==> config.mk <==
export PLATFORM = sky130hd
export DESIGN_NAME = cbpb_div
export DESIGN_NICKNAME = d
export VERILOG_FILES = /design/src/cbpb_pkg.sv /design/src/cbpb_div.sv
export SDC_FILE = /design/constraint.sdc
export NUM_CORES = 2
export LEC_CHECK = 0
export BUFFER_PORTS_ARGS = -buffer_cell sky130_fd_sc_hd__buf_2
export CELL_PAD_IN_SITES_DETAIL_PLACEMENT = 2
export CELL_PAD_IN_SITES_GLOBAL_PLACEMENT = 2
export CORE_MARGIN = 1.5
export CORE_UTILIZATION = 45
export DETAILED_ROUTE_END_ITERATION = 7
export GPL_TIMING_DRIVEN = 0
export PLACE_DENSITY = 0.9
export SYNTH_ARGS = -nofsm -noshare
export SYNTH_HDL_FRONTEND = slang
export SYNTH_SLANG_ARGS = --single-unit
==> constraint.sdc <==
create_clock -name clock -period 3.65 [get_ports clock]
set_clock_uncertainty 0.05 [all_clocks]
set_input_delay 0.73 -clock clock [delete_from_list [all_inputs] [get_ports clock]]
set_output_delay 0.73 -clock clock [all_outputs]
set_load 0.05 [all_outputs]
==> src/cbpb_pkg.sv <==
// Package for the color burn pixel blend: payload word types, fixed-point
// constants and the rounded divide-by-one helper. No dependencies.
`default_nettype none

package cbpb_pkg;

   localparam logic [15:0] ONE_FX  = 16'hFFFF;
   localparam logic [15:0] ZERO_FX = 16'h0000;
   localparam logic [31:0] HALF_FX = 32'd32767;

   localparam int unsigned DIV_QBITS = 17;
   localparam int unsigned DIV_NBITS = 34;
   localparam int unsigned DIV_DBITS = 17;
   // setup register plus one register per quotient bit
   localparam int unsigned DIV_LAT   = DIV_QBITS + 1;

   typedef enum logic [0:0] {
      CSR_OPACITY     = 1'b0,
      CSR_MASK_ENABLE = 1'b1
   } csr_index_type;

   typedef struct packed {
      logic [15:0] base_red;
      logic [15:0] base_green;
      logic [15:0] base_blue;
      logic [15:0] base_alpha;
      logic [15:0] layer_red;
      logic [15:0] layer_green;
      logic [15:0] layer_blue;
      logic [15:0] layer_alpha;
      logic [15:0] mask_value;
      logic        last_pixel;
   } req_type;

   typedef struct packed {
      logic [15:0] out_red;
      logic [15:0] out_green;
      logic [15:0] out_blue;
      logic [15:0] out_alpha;
      logic        out_last;
   } rsp_type;

   // round(x / 65535), halves up; x must not exceed 65535 * 65535
   function automatic logic [15:0] rnd_div_one(input logic [31:0] x);
      logic [33:0] y;
      logic [33:0] t;
      y = {2'b00, x} + {2'b00, HALF_FX};
      t = y + (y >> 16) + 34'd1;
      return t[31:16];
   endfunction

endpackage

`default_nettype wire

==> src/cbpb_div.sv <==
// Pipelined restoring divider, one quotient bit per stage, saturating at
// 65535. Depends on cbpb_pkg for the width constants and the saturation value.
`default_nettype none

module cbpb_div (
   input  wire logic                             clock,
   input  wire logic                             en,
   input  wire logic [cbpb_pkg::DIV_NBITS-1:0]   num,
   input  wire logic [cbpb_pkg::DIV_DBITS-1:0]   den,
   output logic      [15:0]                      quo
);

   localparam int unsigned QB = cbpb_pkg::DIV_QBITS;
   localparam int unsigned NB = cbpb_pkg::DIV_NBITS;
   localparam int unsigned DB = cbpb_pkg::DIV_DBITS;

   logic [NB-1:0] rem_ff [0:QB];
   logic [DB-1:0] den_ff [0:QB];
   logic [QB-1:0] quo_ff [0:QB];
   logic          ovf_ff [0:QB];

   logic [NB-1:0] den_top;
   assign den_top = {{(NB-DB){1'b0}}, den} << QB;

   always_ff @(posedge clock) begin
      if (en) begin
         rem_ff[0] <= num;
         den_ff[0] <= den;
         quo_ff[0] <= '0;
         ovf_ff[0] <= (num >= den_top);
      end
   end

   for (genvar k = 1; k <= QB; k++) begin : g_step
      localparam int unsigned BITPOS = QB - k;
      logic [NB-1:0] sub_in;
      logic          take_in;
      assign sub_in  = {{(NB-DB){1'b0}}, den_ff[k-1]} << BITPOS;
      assign take_in = (rem_ff[k-1] >= sub_in);
      always_ff @(posedge clock) begin
         if (en) begin
            rem_ff[k] <= take_in ? (rem_ff[k-1] - sub_in) : rem_ff[k-1];
            den_ff[k] <= den_ff[k-1];
            ovf_ff[k] <= ovf_ff[k-1];
            quo_ff[k] <= quo_ff[k-1] | ({{(QB-1){1'b0}}, take_in} << BITPOS);
         end
      end
   end

   // saturate at one
   assign quo = (ovf_ff[QB] || (quo_ff[QB] >= {1'b0, cbpb_pkg::ONE_FX}))
                ? cbpb_pkg::ONE_FX : quo_ff[QB][15:0];

endmodule

`default_nettype wire

# After elaboration in Yosys (flattened, before gate mapping)
# Memories as Yosys holds them, arrays and structs flattened.
# Index checks and enable logic that the tools add are counted.
[classes]
n_addsub = 17
n_reduce_logical = 1
n_bitwise = 17
order_cmp = 19
muxes = 20
[ops]
columns = ["cell", "count"]
rows = [
  ["34-bit 2-to-1 mux", 17],
  ["34-bit by 17-bit >= comparator with 1-bit output", 1],
  ["34-bit by 18-bit >= comparator with 1-bit output", 1],
  ["34-bit by 19-bit >= comparator with 1-bit output", 1],
  ["34-bit by 20-bit >= comparator with 1-bit output", 1],
  ["34-bit by 21-bit >= comparator with 1-bit output", 1],
  ["34-bit by 22-bit >= comparator with 1-bit output", 1],
  ["34-bit by 23-bit >= comparator with 1-bit output", 1],
  ["34-bit by 24-bit >= comparator with 1-bit output", 1],
  ["34-bit by 25-bit >= comparator with 1-bit output", 1],
  ["34-bit by 26-bit >= comparator with 1-bit output", 1],
  ["34-bit by 27-bit >= comparator with 1-bit output", 1],
  ["34-bit by 28-bit >= comparator with 1-bit output", 1],
  ["34-bit by 29-bit >= comparator with 1-bit output", 1],
  ["34-bit by 30-bit >= comparator with 1-bit output", 1],
  ["34-bit by 31-bit >= comparator with 1-bit output", 1],
  ["34-bit by 32-bit >= comparator with 1-bit output", 1],
  ["34-bit by 33-bit >= comparator with 1-bit output", 1],
  ["34-bit >= comparator", 1],
  ["34-bit by 17-bit subtractor with 34-bit output", 1],
  ["34-bit by 18-bit subtractor with 34-bit output", 1],
  ["34-bit by 19-bit subtractor with 34-bit output", 1],
  ["34-bit by 20-bit subtractor with 34-bit output", 1],
  ["34-bit by 21-bit subtractor with 34-bit output", 1],
  ["other kinds (33)", 34],
]
[word_totals]
mem_count = 4
regBits = 0
ramBits = 1242
out_inout_bits = 16
word_cells = 78
[mem_list]
columns = ["memory", "words", "word_bits", "rd", "rd_ports_with_merged_regs", "write_ports", "line", "source"]
rows = [
  ["rem_ff", 18, 34, 17, 0, 18, "cbpb_div.sv:17", "logic [NB-1:0] rem_ff [0:QB];"],
  ["den_ff", 18, 17, 17, 0, 18, "cbpb_div.sv:18", "logic [DB-1:0] den_ff [0:QB];"],
  ["quo_ff", 18, 17, 18, 0, 18, "cbpb_div.sv:19", "logic [QB-1:0] quo_ff [0:QB];"],
  ["ovf_ff", 18, 1, 18, 0, 18, "cbpb_div.sv:20", "logic ovf_ff [0:QB];"],
]

# Logic depth before layout (Yosys ltp)
# An unclocked memory read counts as a cell.
[logic_depth]
ltp_word = 4
ltp_mapped = 14
mapped_depth_nobuf = 12

# Worst setup path after synthesis
# No wires, ideal clock.
[synth_path]
kind = "register to register"
startpoint = "memory den_ff[0][0] (netlist name)"
endpoint = "memory rem_ff[1][32] (netlist name), data pin"
path_stages_with_launch = 12
synth_period_minus_slack_ns = 3.104
path_buffers = 2
slack_ns = 0.546
t_arrival_ns = 2.780
path_cell_list = "edfxtp_1 -> ha_1 -> fa_1 -> nand2b_1 -> a21boi_0 -> o21ai_0 -> a2111oi_0 -> o21ai_0 -> nand4_1 -> clkbuf_1 -> buf_1 -> o32ai_1"
[synth_lines]
columns = ["item", "line"]
rows = [
  ["start: declaration", "cbpb_div.sv:18"],
  ["end: declaration", "cbpb_div.sv:17"],
]

==> flow_metrics.tcl <==
set metrics [dict create \
    viasPerCell 7.908 \
    async_flop_share 0 \
    fillCellCount 10750 \
    min_from "den[5]" \
    path_clk_slew_ns 0.08 \
    clk_latency_ns 0.85 \
    status "complete, but fails checks" \
    postSynthCellCount 4334 \
    ys_warn_count 0 \
    power.density_mw_per_mm2 899.8 \
    synthTopCellsByArea "edfxtp_1, ha_1, xnor2_1, inv_1, a21oi_1" \
    maxSlewViolCount 0 \
    worstHoldPathType "input port to flip-flop" \
    drv_cap 0 \
    hold_viol 0 \
    antenna_found_initial 37 \
    setup_tns_ns -135.03 \
    start_kind "flip-flop" \
    clockRootBuffer "clkbuf_16" \
    ant_nets 0 \
    worst_slew_pin_slew_ns 1.312 \
    rsz0062_at_grt "yes" \
    io_pins 69 \
    setup_ws_ns -1.549 \
    drt_iter0_markers 8162 \
    drt-pass1-iter-count 7 \
    cp-end-kind "flip-flop" \
    slew-limit-headroom 0.1164 \
    r2r_cells 9 \
    overflow 0 \
    wl_per_cell_um 51.83 \
    violations "negative setup slack" \
    syn_area_mm2 0.05265 \
    layout-drive-gt1-share 0.1896 \
    seq_area_frac_synth 0.5920 \
    track_usage 0.4753 \
    synth_edf_count 1038 \
    num_rows 125 \
    min_to "den_ff[0][5]" \
    synth_top_area_cell "edfxtp_1" \
    place_inst 5934 \
    route.detailed.drc 0 \
    layout.nets 5048 \
    cts_tree "yes" \
    synthFlopType "edfxtp_1" \
    fin_crit_ns 5.199 \
    cts_buffers 113 \
    path_max_fanout 10 \
    r2r-end "rem_ff[12][16]" \
    avgSynthCellArea_um2 12.15 \
    required_ns 4.01 \
    die_w_um 345.1 \
    grt_first_pass_wirelength_um 399400 \
    grt_max_degree 139 \
    synth.distinct_cells 88 \
    grt_pass1_vias 48880 \
    finalSetupViolCount 384 \
    port_buffers 68 \
    instances_no_fill 6315 \
    ctsHoldBuffers 0 \
    area_delta_synth_final_pct 19.67 \
    vias 49940 \
    path_class "flip-flop to flip-flop" \
    total_power_mw 56.69 \
    ctsHtreeMaxLevel 3 \
    period_share 1.424 \
    die_y_um 345.1 \
    start_util 0.4537 \
    p_leak_nw 23.93 \
    dp_hpwl_um 150000 \
    numClockSinks 1038 \
    ir_worst_vdd_v 0.0005061 \
    core_area_mm2 0.1160 \
    r2r-start "rem_ff[11][15]" \
    die_area_mm2 0.1191 \
    whs_path_depth 1 \
    r2r_setup_slack_ns -1.55 \
    ys_ff_latch 1038 \
    clock_path_buffers 3 \
    place.gp.congestion 0.8864 \
    crit_arrival_ns 5.56 \
    wirelength_um 327300 \
    fmaxAchievable_mhz 192.4 \
    yosysTopAreaCellShare 0.5920 \
    synth_fp_nets 4709 \
]
synth_stat cells (60+ instances only):
library cell,n
ha_1,306
inv_1,400
nor3_1,91
xor2_1,106
nor2_1,301
edfxtp_1,1038
nand4_1,66
a21o_1,111
o21ai_0,217
xnor2_1,200
a21oi_1,277
nand3_1,71
nand2_1,265
o21a_1,60
routing by layer:
metal,track usage,vias to the layer above,wire [µm]
met5,0.002001,-,364
li1,-,16830,-
met3,0.1596,2921,43310
met1,0.4877,24200,95960
met2,0.7584,5965,140900
met4,0.4586,26,46830
state kept, by name, summed over array words and instances, names as in the netlist:
signal	cells
den_ff	289
ovf_ff	18
quo_ff	153
rem_ff	578
power breakdown:
group,switching (mW),leakage (nW),internal (mW)
Clock,6.82,1.82,6.70
Combinational,16.2,12.1,7.50
Sequential,3.13,9.99,16.3
Total,26.2,23.9,30.5
kinds of logic after synthesis:
family | count (synthesis) | synth area share
buffers and inverters | 477 | 0.03541
AO/OA/AOI/OAI | 951 | 0.1157
adder cells (fa/ha/maj) | 322 | 0.07880
multiplexers | 56 | 0.01183
flip-flops | 1038 | 0.5920
XOR/XNOR | 306 | 0.05090
AND/OR/NAND/NOR | 1184 | 0.1153
critical path: stages (launching register included):
cell	delay, ns
edfxtp_1	0.53
ha_1	0.56
nand2_1	0.38
nor3_1	0.99
o21ai_1	0.49
o211ai_1	0.24
buf_4	0.19
a21oi_4	0.10
buf_2	0.24
o21ai_0	1.05
layout by cell type, fill, tap and decap left out, drive strengths merged, types with 23 or more instances in the layout:
cell type / netlist / routed
nor4: 48 / 48
a21oi: 278 / 278
nand2b: 48 / 48
o211ai: 29 / 29
ha: 306 / 306
nand2: 265 / 265
or3: 45 / 45
or2: 39 / 39
a21o: 111 / 111
or4: 28 / 28
edfxtp: 1038 / 1038
nand3: 71 / 71
xor2: 106 / 106
o21ai: 221 / 221
xnor2: 200 / 200
clkinv: 0 / 57
o31ai: 40 / 40
nor2: 301 / 301
inv: 400 / 400
nor3: 92 / 92
nand4b: 23 / 23
nor2b: 43 / 43
diode: 0 / 23
o21a: 60 / 60
nand4: 66 / 66
a31oi: 29 / 29
nand3b: 25 / 25
clkbuf: 40 / 154
mux2: 50 / 50
buf: 37 / 277
cell type report:
| type | count | area (µm²) | area share |
|---|---|---|---|
| flip-flops and latches | 1038 | 31170 | 0.4947 |
| clock inverters | 80 | 818.3 | 0.01299 |
| repair buffers | 237 | 2175 | 0.03452 |
| clock buffers | 130 | 2913 | 0.04623 |
| well taps | 1524 | 1907 | 0.03027 |
| plain buffers | 64 | 566.8 | 0.008996 |
| inverters | 400 | 1515 | 0.02405 |
| multi-input cells | 2819 | 21880 | 0.3473 |
| diodes | 23 | 57.56 | 0.0009135 |
how the worst max path moves through the flow:
| stage | endpoint | from | depth (start not counted) |
|---|---|---|---|
| floorplan | rem_ff[1][32] | den_ff[0][0] | 11 |
| global placement | quo_ff[17][1] | en | 1 |
| detailed placement | rem_ff[5][24] | den_ff[4][0] | 11 |
| CTS | quo[10] | quo_ff[17][8] | 6 |
| finish | rem_ff[12][16] | rem_ff[11][15] | 9 |
| global route | rem_ff[12][16] | den_ff[11][8] | 10 |
per-stage QoR:
| step | area (µm²) | worst slack, ns | utilization | hold WS [ns] |
|---|---|---|---|---|
| final | 63000 | -1.549 | 0.5429 | 0.07103 |
| after detailed placement | 55130 | -0.8839 | 0.4751 | 0.3579 |
| after global placement | 54900 | -13.86 | 0.4730 | 0.3502 |
| after global routing | 62950 | -1.352 | 0.5425 | 0.07429 |
| after CTS | 60270 | -0.2711 | 0.5194 | 0.1105 |
| after floorplan | 52650 | 0.5458 | - | 0.3503 |
what timing repair did:
item                                    in CTS  in global routing
endpoints found under the setup margin     398                396
pin swaps                                   28                 88
buffers inserted                            41                118
resized for setup                          293                409
endpoints found under the hold margin        0                  0
gates cloned                                 1                  2
Power figures use the tool's default switching activity.
